`src/hw/rtl/rme_pkg.sv`:
```
// Package for the modular exponentiation block: transaction payload types,
// CSR index codes and the status struct of the bit-serial multiplier.
// No dependencies.
`timescale 1ns / 1ps

package rme_pkg;

   // Field widths of the transactions and CSRs
   localparam int FIELD_W = 64;
   localparam int CSR_IDX_W = 2;

   // CSR indexes
   localparam logic [CSR_IDX_W-1:0] CSR_MODULUS = 2'd0;
   localparam logic [CSR_IDX_W-1:0] CSR_PUB_EXP = 2'd1;
   localparam logic [CSR_IDX_W-1:0] CSR_PRIV_EXP = 2'd2;

   // Exponent selector codes
   localparam logic OP_PUBLIC = 1'b0;
   localparam logic OP_PRIVATE = 1'b1;

   // Request transaction
   typedef struct packed {
      logic               op;
      logic [FIELD_W-1:0] base;
      logic [FIELD_W-1:0] expected;
   } rme_req_type;

   // Response transaction
   typedef struct packed {
      logic [FIELD_W-1:0] result;
      logic               matches_res;
   } rme_rsp_type;

   // Multiplier status toward the sequencer
   typedef struct packed {
      logic busy;
      logic done;
   } rme_mul_stat_type;

endpackage

```
`src/hw/rtl/rme_modmul.sv`:
```
// Bit-serial modular multiplier: product = x * y mod modulus, one bit of y
// per cycle, MSB first (double and add). Depends on rme_pkg.
`timescale 1ns / 1ps

module rme_modmul
   import rme_pkg::*;
#(
   parameter int WIDTH = 64
) (
   input  logic             clock,
   input  logic             reset,
   input  logic             start,
   input  logic [WIDTH-1:0] modulus,
   input  logic [WIDTH-1:0] mul_x,
   input  logic [WIDTH-1:0] mul_y,
   output logic [WIDTH-1:0] product,
   output rme_mul_stat_type stat
);

   localparam int CW = $clog2(WIDTH);
   localparam int EW = WIDTH + 3;

   logic             run_ff, run_in;
   logic             done_ff, done_in;
   logic [CW-1:0]    cnt_ff, cnt_in;
   logic [WIDTH-1:0] acc_ff, acc_in;
   logic [WIDTH-1:0] y_ff, y_in;

   logic [EW-1:0] dbl, m_ext, x_ext;
   logic [EW-1:0] t_dbl_m, t_add, t_add_m, t_add_2m;
   logic [WIDTH-1:0] acc_step;

   // Candidate sums, all in parallel; operands x, acc are below modulus
   always_comb begin
      dbl      = {2'b00, acc_ff, 1'b0};
      m_ext    = {3'b000, modulus};
      x_ext    = {3'b000, mul_x};
      t_dbl_m  = dbl - m_ext;
      t_add    = dbl + x_ext;
      t_add_m  = dbl + x_ext - m_ext;
      t_add_2m = dbl + x_ext - {m_ext[EW-2:0], 1'b0};
   end

   // Pick the smallest non-negative candidate
   always_comb begin
      if (y_ff[WIDTH-1]) begin
         priority if (!t_add_2m[EW-1]) acc_step = t_add_2m[WIDTH-1:0];
         else if (!t_add_m[EW-1]) acc_step = t_add_m[WIDTH-1:0];
         else acc_step = t_add[WIDTH-1:0];
      end else begin
         if (!t_dbl_m[EW-1]) acc_step = t_dbl_m[WIDTH-1:0];
         else acc_step = dbl[WIDTH-1:0];
      end
   end

   // Sequencing of one multiplication
   always_comb begin
      run_in  = run_ff;
      done_in = 1'b0;
      cnt_in  = cnt_ff;
      acc_in  = acc_ff;
      y_in    = y_ff;
      if (start) begin
         run_in = 1'b1;
         cnt_in = CW'(WIDTH - 1);
         acc_in = '0;
         y_in   = mul_y;
      end else if (run_ff) begin
         acc_in = acc_step;
         y_in   = {y_ff[WIDTH-2:0], 1'b0};
         cnt_in = cnt_ff - 1'b1;
         if (cnt_ff == '0) begin
            run_in  = 1'b0;
            done_in = 1'b1;
         end
      end
   end

   always_ff @(posedge clock) begin
      if (reset) begin
         run_ff  <= 1'b0;
         done_ff <= 1'b0;
      end else begin
         run_ff  <= run_in;
         done_ff <= done_in;
      end
      cnt_ff <= cnt_in;
      acc_ff <= acc_in;
      y_ff   <= y_in;
   end

   assign product   = acc_ff;
   assign stat.busy = run_ff;
   assign stat.done = done_ff;

endmodule

```
`src/hw/rtl/rsa_modular_exponentiation_top.sv`:
```
// Top level of the modular exponentiation block: CSRs, square-and-multiply
// sequencer and response register. Depends on rme_pkg and rme_modmul.
// One transaction at a time; busy is high while one is in progress and drops
// in the cycle the response is shown, so the next one is taken at that edge.
// Synchronous active-high reset: modulus 1, exponents 0, sequencer idle.
`timescale 1ns / 1ps

module rsa_modular_exponentiation_top
   import rme_pkg::*;
#(
   parameter int WIDTH = 64
) (
   input  logic                 clock,
   input  logic                 reset,
   input  logic                 start,
   output logic                 busy,
   input  rme_req_type          req_data,
   output logic                 rsp_valid,
   output rme_rsp_type          rsp_data,
   input  logic                 csr_we,
   input  logic [CSR_IDX_W-1:0] csr_index,
   input  logic [FIELD_W-1:0]   csr_wdata
);

   localparam int CW = $clog2(WIDTH);

   typedef enum logic [2:0] {
      S_IDLE,
      S_RED_B,
      S_RED_W,
      S_SQR,
      S_MUL
   } state_type;

   // CSRs
   logic [WIDTH-1:0] modulus_ff, pub_exp_ff, priv_exp_ff;

   always_ff @(posedge clock) begin
      if (reset) begin
         modulus_ff  <= WIDTH'(1);
         pub_exp_ff  <= '0;
         priv_exp_ff <= '0;
      end else if (csr_we) begin
         unique case (csr_index)
            CSR_MODULUS:  modulus_ff  <= csr_wdata[WIDTH-1:0];
            CSR_PUB_EXP:  pub_exp_ff  <= csr_wdata[WIDTH-1:0];
            CSR_PRIV_EXP: priv_exp_ff <= csr_wdata[WIDTH-1:0];
            default: ;
         endcase
      end
   end

   state_type        state_ff, state_in;
   logic [WIDTH-1:0] exp_ff, exp_in;
   logic [CW-1:0]    bit_cnt_ff, bit_cnt_in;
   logic [WIDTH-1:0] bred_ff, bred_in;
   logic [WIDTH-1:0] wred_ff, wred_in;
   logic             mul_start_ff, mul_start_in;
   logic [WIDTH-1:0] mul_x_ff, mul_x_in;
   logic [WIDTH-1:0] mul_y_ff, mul_y_in;
   logic             rsp_valid_ff, rsp_valid_in;
   rme_rsp_type      rsp_data_ff, rsp_data_in;

   logic [WIDTH-1:0] product;
   rme_mul_stat_type mul_stat;
   logic [WIDTH-1:0] one_res;
   logic             last_bit;

   // 1 mod modulus
   assign one_res  = (modulus_ff == WIDTH'(1)) ? '0 : WIDTH'(1);
   assign last_bit = (bit_cnt_ff == '0);

   rme_modmul #(
      .WIDTH(WIDTH)
   ) u_modmul (
      .clock   (clock),
      .reset   (reset),
      .start   (mul_start_ff),
      .modulus (modulus_ff),
      .mul_x   (mul_x_ff),
      .mul_y   (mul_y_ff),
      .product (product),
      .stat    (mul_stat)
   );

   // Square-and-multiply sequencer
   always_comb begin
      state_in     = state_ff;
      exp_in       = exp_ff;
      bit_cnt_in   = bit_cnt_ff;
      bred_in      = bred_ff;
      wred_in      = wred_ff;
      mul_start_in = 1'b0;
      mul_x_in     = mul_x_ff;
      mul_y_in     = mul_y_ff;
      rsp_valid_in = 1'b0;
      rsp_data_in  = rsp_data_ff;
      unique case (state_ff)
         S_IDLE: begin
            if (start) begin
               exp_in = (req_data.op == OP_PRIVATE) ? priv_exp_ff : pub_exp_ff;
               if (modulus_ff == '0) begin
                  // no valid residue
                  rsp_valid_in            = 1'b1;
                  rsp_data_in.result      = '0;
                  rsp_data_in.matches_res = 1'b0;
               end else begin
                  // base mod n as 1 * base
                  mul_start_in = 1'b1;
                  mul_x_in     = one_res;
                  mul_y_in     = req_data.base[WIDTH-1:0];
                  wred_in      = req_data.expected[WIDTH-1:0];
                  state_in     = S_RED_B;
               end
            end
         end
         S_RED_B: begin
            if (mul_stat.done) begin
               bred_in      = product;
               mul_start_in = 1'b1;
               mul_x_in     = one_res;
               mul_y_in     = wred_ff;
               state_in     = S_RED_W;
            end
         end
         S_RED_W: begin
            if (mul_stat.done) begin
               wred_in = product;
               if (exp_ff == '0) begin
                  // zero exponent gives 1, unreduced
                  rsp_valid_in            = 1'b1;
                  rsp_data_in.result      = FIELD_W'(1);
                  rsp_data_in.matches_res = (product == WIDTH'(1));
                  state_in                = S_IDLE;
               end else begin
                  mul_start_in = 1'b1;
                  mul_x_in     = one_res;
                  mul_y_in     = one_res;
                  bit_cnt_in   = CW'(WIDTH - 1);
                  state_in     = S_SQR;
               end
            end
         end
         S_SQR: begin
            if (mul_stat.done) begin
               if (exp_ff[WIDTH-1]) begin
                  mul_start_in = 1'b1;
                  mul_x_in     = product;
                  mul_y_in     = bred_ff;
                  state_in     = S_MUL;
               end else begin
                  exp_in = {exp_ff[WIDTH-2:0], 1'b0};
                  if (last_bit) begin
                     rsp_valid_in            = 1'b1;
                     rsp_data_in.result      = FIELD_W'(product);
                     rsp_data_in.matches_res = (product == wred_ff);
                     state_in                = S_IDLE;
                  end else begin
                     bit_cnt_in   = bit_cnt_ff - 1'b1;
                     mul_start_in = 1'b1;
                     mul_x_in     = product;
                     mul_y_in     = product;
                  end
               end
            end
         end
         S_MUL: begin
            if (mul_stat.done) begin
               exp_in = {exp_ff[WIDTH-2:0], 1'b0};
               if (last_bit) begin
                  rsp_valid_in            = 1'b1;
                  rsp_data_in.result      = FIELD_W'(product);
                  rsp_data_in.matches_res = (product == wred_ff);
                  state_in                = S_IDLE;
               end else begin
                  bit_cnt_in   = bit_cnt_ff - 1'b1;
                  mul_start_in = 1'b1;
                  mul_x_in     = product;
                  mul_y_in     = product;
                  state_in     = S_SQR;
               end
            end
         end
         default: state_in = S_IDLE;
      endcase
   end

   always_ff @(posedge clock) begin
      if (reset) begin
         state_ff     <= S_IDLE;
         mul_start_ff <= 1'b0;
         rsp_valid_ff <= 1'b0;
      end else begin
         state_ff     <= state_in;
         mul_start_ff <= mul_start_in;
         rsp_valid_ff <= rsp_valid_in;
      end
      exp_ff      <= exp_in;
      bit_cnt_ff  <= bit_cnt_in;
      bred_ff     <= bred_in;
      wred_ff     <= wred_in;
      mul_x_ff    <= mul_x_in;
      mul_y_ff    <= mul_y_in;
      rsp_data_ff <= rsp_data_in;
   end

   assign busy      = (state_ff != S_IDLE);
   assign rsp_valid = rsp_valid_ff;
   assign rsp_data  = rsp_data_ff;

   // Multiplier is only started when it is free and a step is pending
   a_mul_start_free: assert property (@(posedge clock) disable iff (reset)
      mul_start_ff |-> (!mul_stat.busy && state_ff != S_IDLE))
      else $error("multiplier started while busy or with sequencer idle");

   // Multiplier completion only while the sequencer waits for it
   a_mul_done_wait: assert property (@(posedge clock) disable iff (reset)
      mul_stat.done |-> (state_ff == S_RED_B || state_ff == S_RED_W ||
                         state_ff == S_SQR || state_ff == S_MUL))
      else $error("multiplier done with no pending step");

   // An accepted transaction either starts work or responds at once
   a_accept_progress: assert property (@(posedge clock) disable iff (reset)
      (start && !busy) |=> (busy || rsp_valid))
      else $error("accepted transaction dropped");

   // A response is shown only once the sequencer is back to idle
   a_rsp_idle: assert property (@(posedge clock) disable iff (reset)
      rsp_valid |-> !busy)
      else $error("response while transaction still in progress");

endmodule

```
`config.mk`:
```
export PLATFORM = sky130hd
export DESIGN_NAME = rsa_modular_exponentiation_top
export DESIGN_NICKNAME = d
export VERILOG_FILES = /design/src/hw/rtl/rme_pkg.sv /design/src/hw/rtl/rme_modmul.sv /design/src/hw/rtl/rsa_modular_exponentiation_top.sv
export SDC_FILE = /design/constraint.sdc
export NUM_CORES = 2
export LEC_CHECK = 0
export BUFFER_PORTS_ARGS = -buffer_cell sky130_fd_sc_hd__buf_2
export CORE_MARGIN = 8
export CORE_UTILIZATION = 36
export DETAILED_ROUTE_END_ITERATION = 10
export SYNTH_ARGS = -nofsm -noshare
export SYNTH_HDL_FRONTEND = slang
export SYNTH_HIERARCHICAL = 1
export SYNTH_SLANG_ARGS = --single-unit
```
`constraint.sdc`:
```
create_clock -name clock -period 11.45 [get_ports clock]
set_clock_uncertainty 0.2 [all_clocks]
set_input_delay 1.7175 -clock clock [delete_from_list [all_inputs] [get_ports clock]]
set_output_delay 1.7175 -clock clock [all_outputs]
set_load 0.01 [all_outputs]
```
==> impl_metrics.toml <==
[power_and_ir_drop]
finalPower_w = 0.0163
ir_worst_vdd_mv = 0.174
p_leak_nw = 19.9
powerDensity_nw_per_um2 = 305

[min_path]
hold_class = "flop to flop"

[sta]
post-route-period-util_pct = 72.0
tns_ns = 0
max_freq_ghz = 0.121
rsz0062_at_grt = "false"
maxSlewHeadroom_pct = 28.3
tightest_slew_ns = 1.07
post-route-min-period_ns = 8.24
setup_viol = 0
hold_viol_final = 0
finalMaxSlewViolations = 0

[routing]
drt_wl_total_um = 182000
via_per_inst = 5.99
drtPass1Iterations = 10
dr_total_vias = 43500
wire_per_inst_um = 25.1
route.detailed.drc = 0
first_iter_violations = 5584
antenna_left = 0

[clocking]
cts_buffer_depth = 3
clock_latency_ns = 0.71
htreeDepth = 3
cts_sinks = 724
clk_pin_slew_ns = 0.06
cts_tree = "built"
cts_made_buffers = 84
holdBufCountCts = 0
post_cts_buffers = 0
cts_root_buf = "clkbuf_16"
cts_resized = 0

[floorplanning]
die_w_um = 380
start_util_pct = 36.3
io_pins = 266
core-area_um2 = 131000
die_height_um = 380
dieArea_um2 = 144000
rows = 133

[global_route]
grt_pass1_wl_um = 265000
grt_max_degree = 104
antenna_found_initial = 8
overflow = 0
grtUsageTotal_pct = 23.6
grt_pass1_vias = 40600

[layout]
seq_area_um2 = 19100
fillers = 13200
multi_input_area_um2 = 26800
layout_commonest_cell = "nand2_1"
area_delta_synth_final_pct = 12.3
mostFrequentLayoutCells = "807 x nand2_1, 541 x a21oi_1, 455 x edfxtp_1"
nets = 5897
layout-drive-gt1-share_pct = 12.8

[critical_path]
startpoint_type = "flop"
slowest_stage = "dfxtp_1"
critical_path_required_ns = 11.84
crit_type = "flop to flop"
cp_max_fo = 54
worst-endpoint-arrival_ns = 8.63
end_kind = "flop"
slowest_delay_ns = 0.68
path_cells = "ha_1, inv_1, fa_1, nand2b_1, a21oi_1, o21ai_0, a21oi_1, o22ai_2, o31ai_1, a21boi_0, xnor2_1, ha_1, and3_1, a311oi_1, a21boi_0, o211ai_1, nand3b_4, a41oi_2, o311a_4, buf_4, mux2_2, a22oi_1, o21ai_1, a21o_1"

[logic_synthesis]
syn_area_per_cell_um2 = 9.02
syn-cell-area_um2 = 47700
synth_warnings = 6
synth_nets = 5753
synthCells = 5293

[run]
cap_violations = 0

[place]
gp_congestion = 1.00
port_buffers = 265
post-dp-hpwl_um = 137000

[status]
status = "completed"
-- report_power, final --
part           total [W]  leakage (nW)  internal, W  switching [W]
combinational     0.0103          12.0      0.00363        0.00670
sequential       0.00335          6.57      0.00311       0.000232
clock            0.00264          1.31      0.00148        0.00116
-- worst max-delay path: cells and delay by family, from the launching register on --
kind                       cells  cell delay (ns)
AOI/OAI and AO/OA             14             4.15
and+or+nand+nor                3             0.52
buffers and inverters          2             0.59
adders and majority gates      3             1.05
muxes                          1             0.39
DFF                            1             0.68
xor gates and xnor gates       1             0.47
-- worst paths after layout --
check | to | startpoint | slack, ns | cells after the start
hold reg to reg | pub_exp_ff[49]$_SDFFE_PP0P_ | pub_exp_ff[49]$_SDFFE_PP0P_ | 0.25 | 2
setup reg to reg | u_modmul/product[37]$_SDFFE_PP0P_ | u_modmul/product[0]$_SDFFE_PP0P_ | 3.21 | 24
hold / removal | pub_exp_ff[49]$_SDFFE_PP0P_ | pub_exp_ff[49]$_SDFFE_PP0P_ | 0.25 | 2
setup / recovery | u_modmul/product[37]$_SDFFE_PP0P_ | u_modmul/product[0]$_SDFFE_PP0P_ | 3.21 | 24
-- state kept, by name, summed over array words and instances (netlist names), 64 cells and up --
register,count
rsp_data,65
bred_ff,64
exp_ff,64
modulus_ff,64
mul_x_ff,64
mul_y_ff,64
priv_exp_ff,64
pub_exp_ff,64
u_modmul/product,64
u_modmul/y_ff,64
wred_ff,64
-- stage by stage --
stage	setup WS (ns)	cells	util [%]	hold WS, ns	cell area [um^2]
final	3.21	7263	40.8	0.253	53600
after global placement	3.35	7106	38.7	0.241	50900
after CTS	3.31	7261	40.7	0.254	53600
after floorplan	3.58	5293	-	0.236	47700
after global routing	2.68	7261	40.7	0.267	53600
after detailed placement	3.34	7106	38.7	0.246	50900
-- routing by layer --
metal / share of wire (%) / track usage (%) / vias up
li1: - / - / 19900
met1: 46 / 34.4 / 21200
met2: 43 / 35.7 / 2092
met3: 8.5 / 3.85 / 272
met4: 3.4 / 7.43 / 6
met5: 0.019 / 0 / -
-- final cells by class --
cell class | instances | share of cell area [%]
antenna | 2 | 0.00934
clock buffer | 106 | 4.23
clock inverter | 49 | 0.768
inverter | 177 | 1.24
multi-input combinational | 4074 | 50.0
sequential | 724 | 35.6
tap | 1755 | 4.10
timing repair buffer | 376 | 4.05
Note: power is estimated with default switching activity, not from simulation.
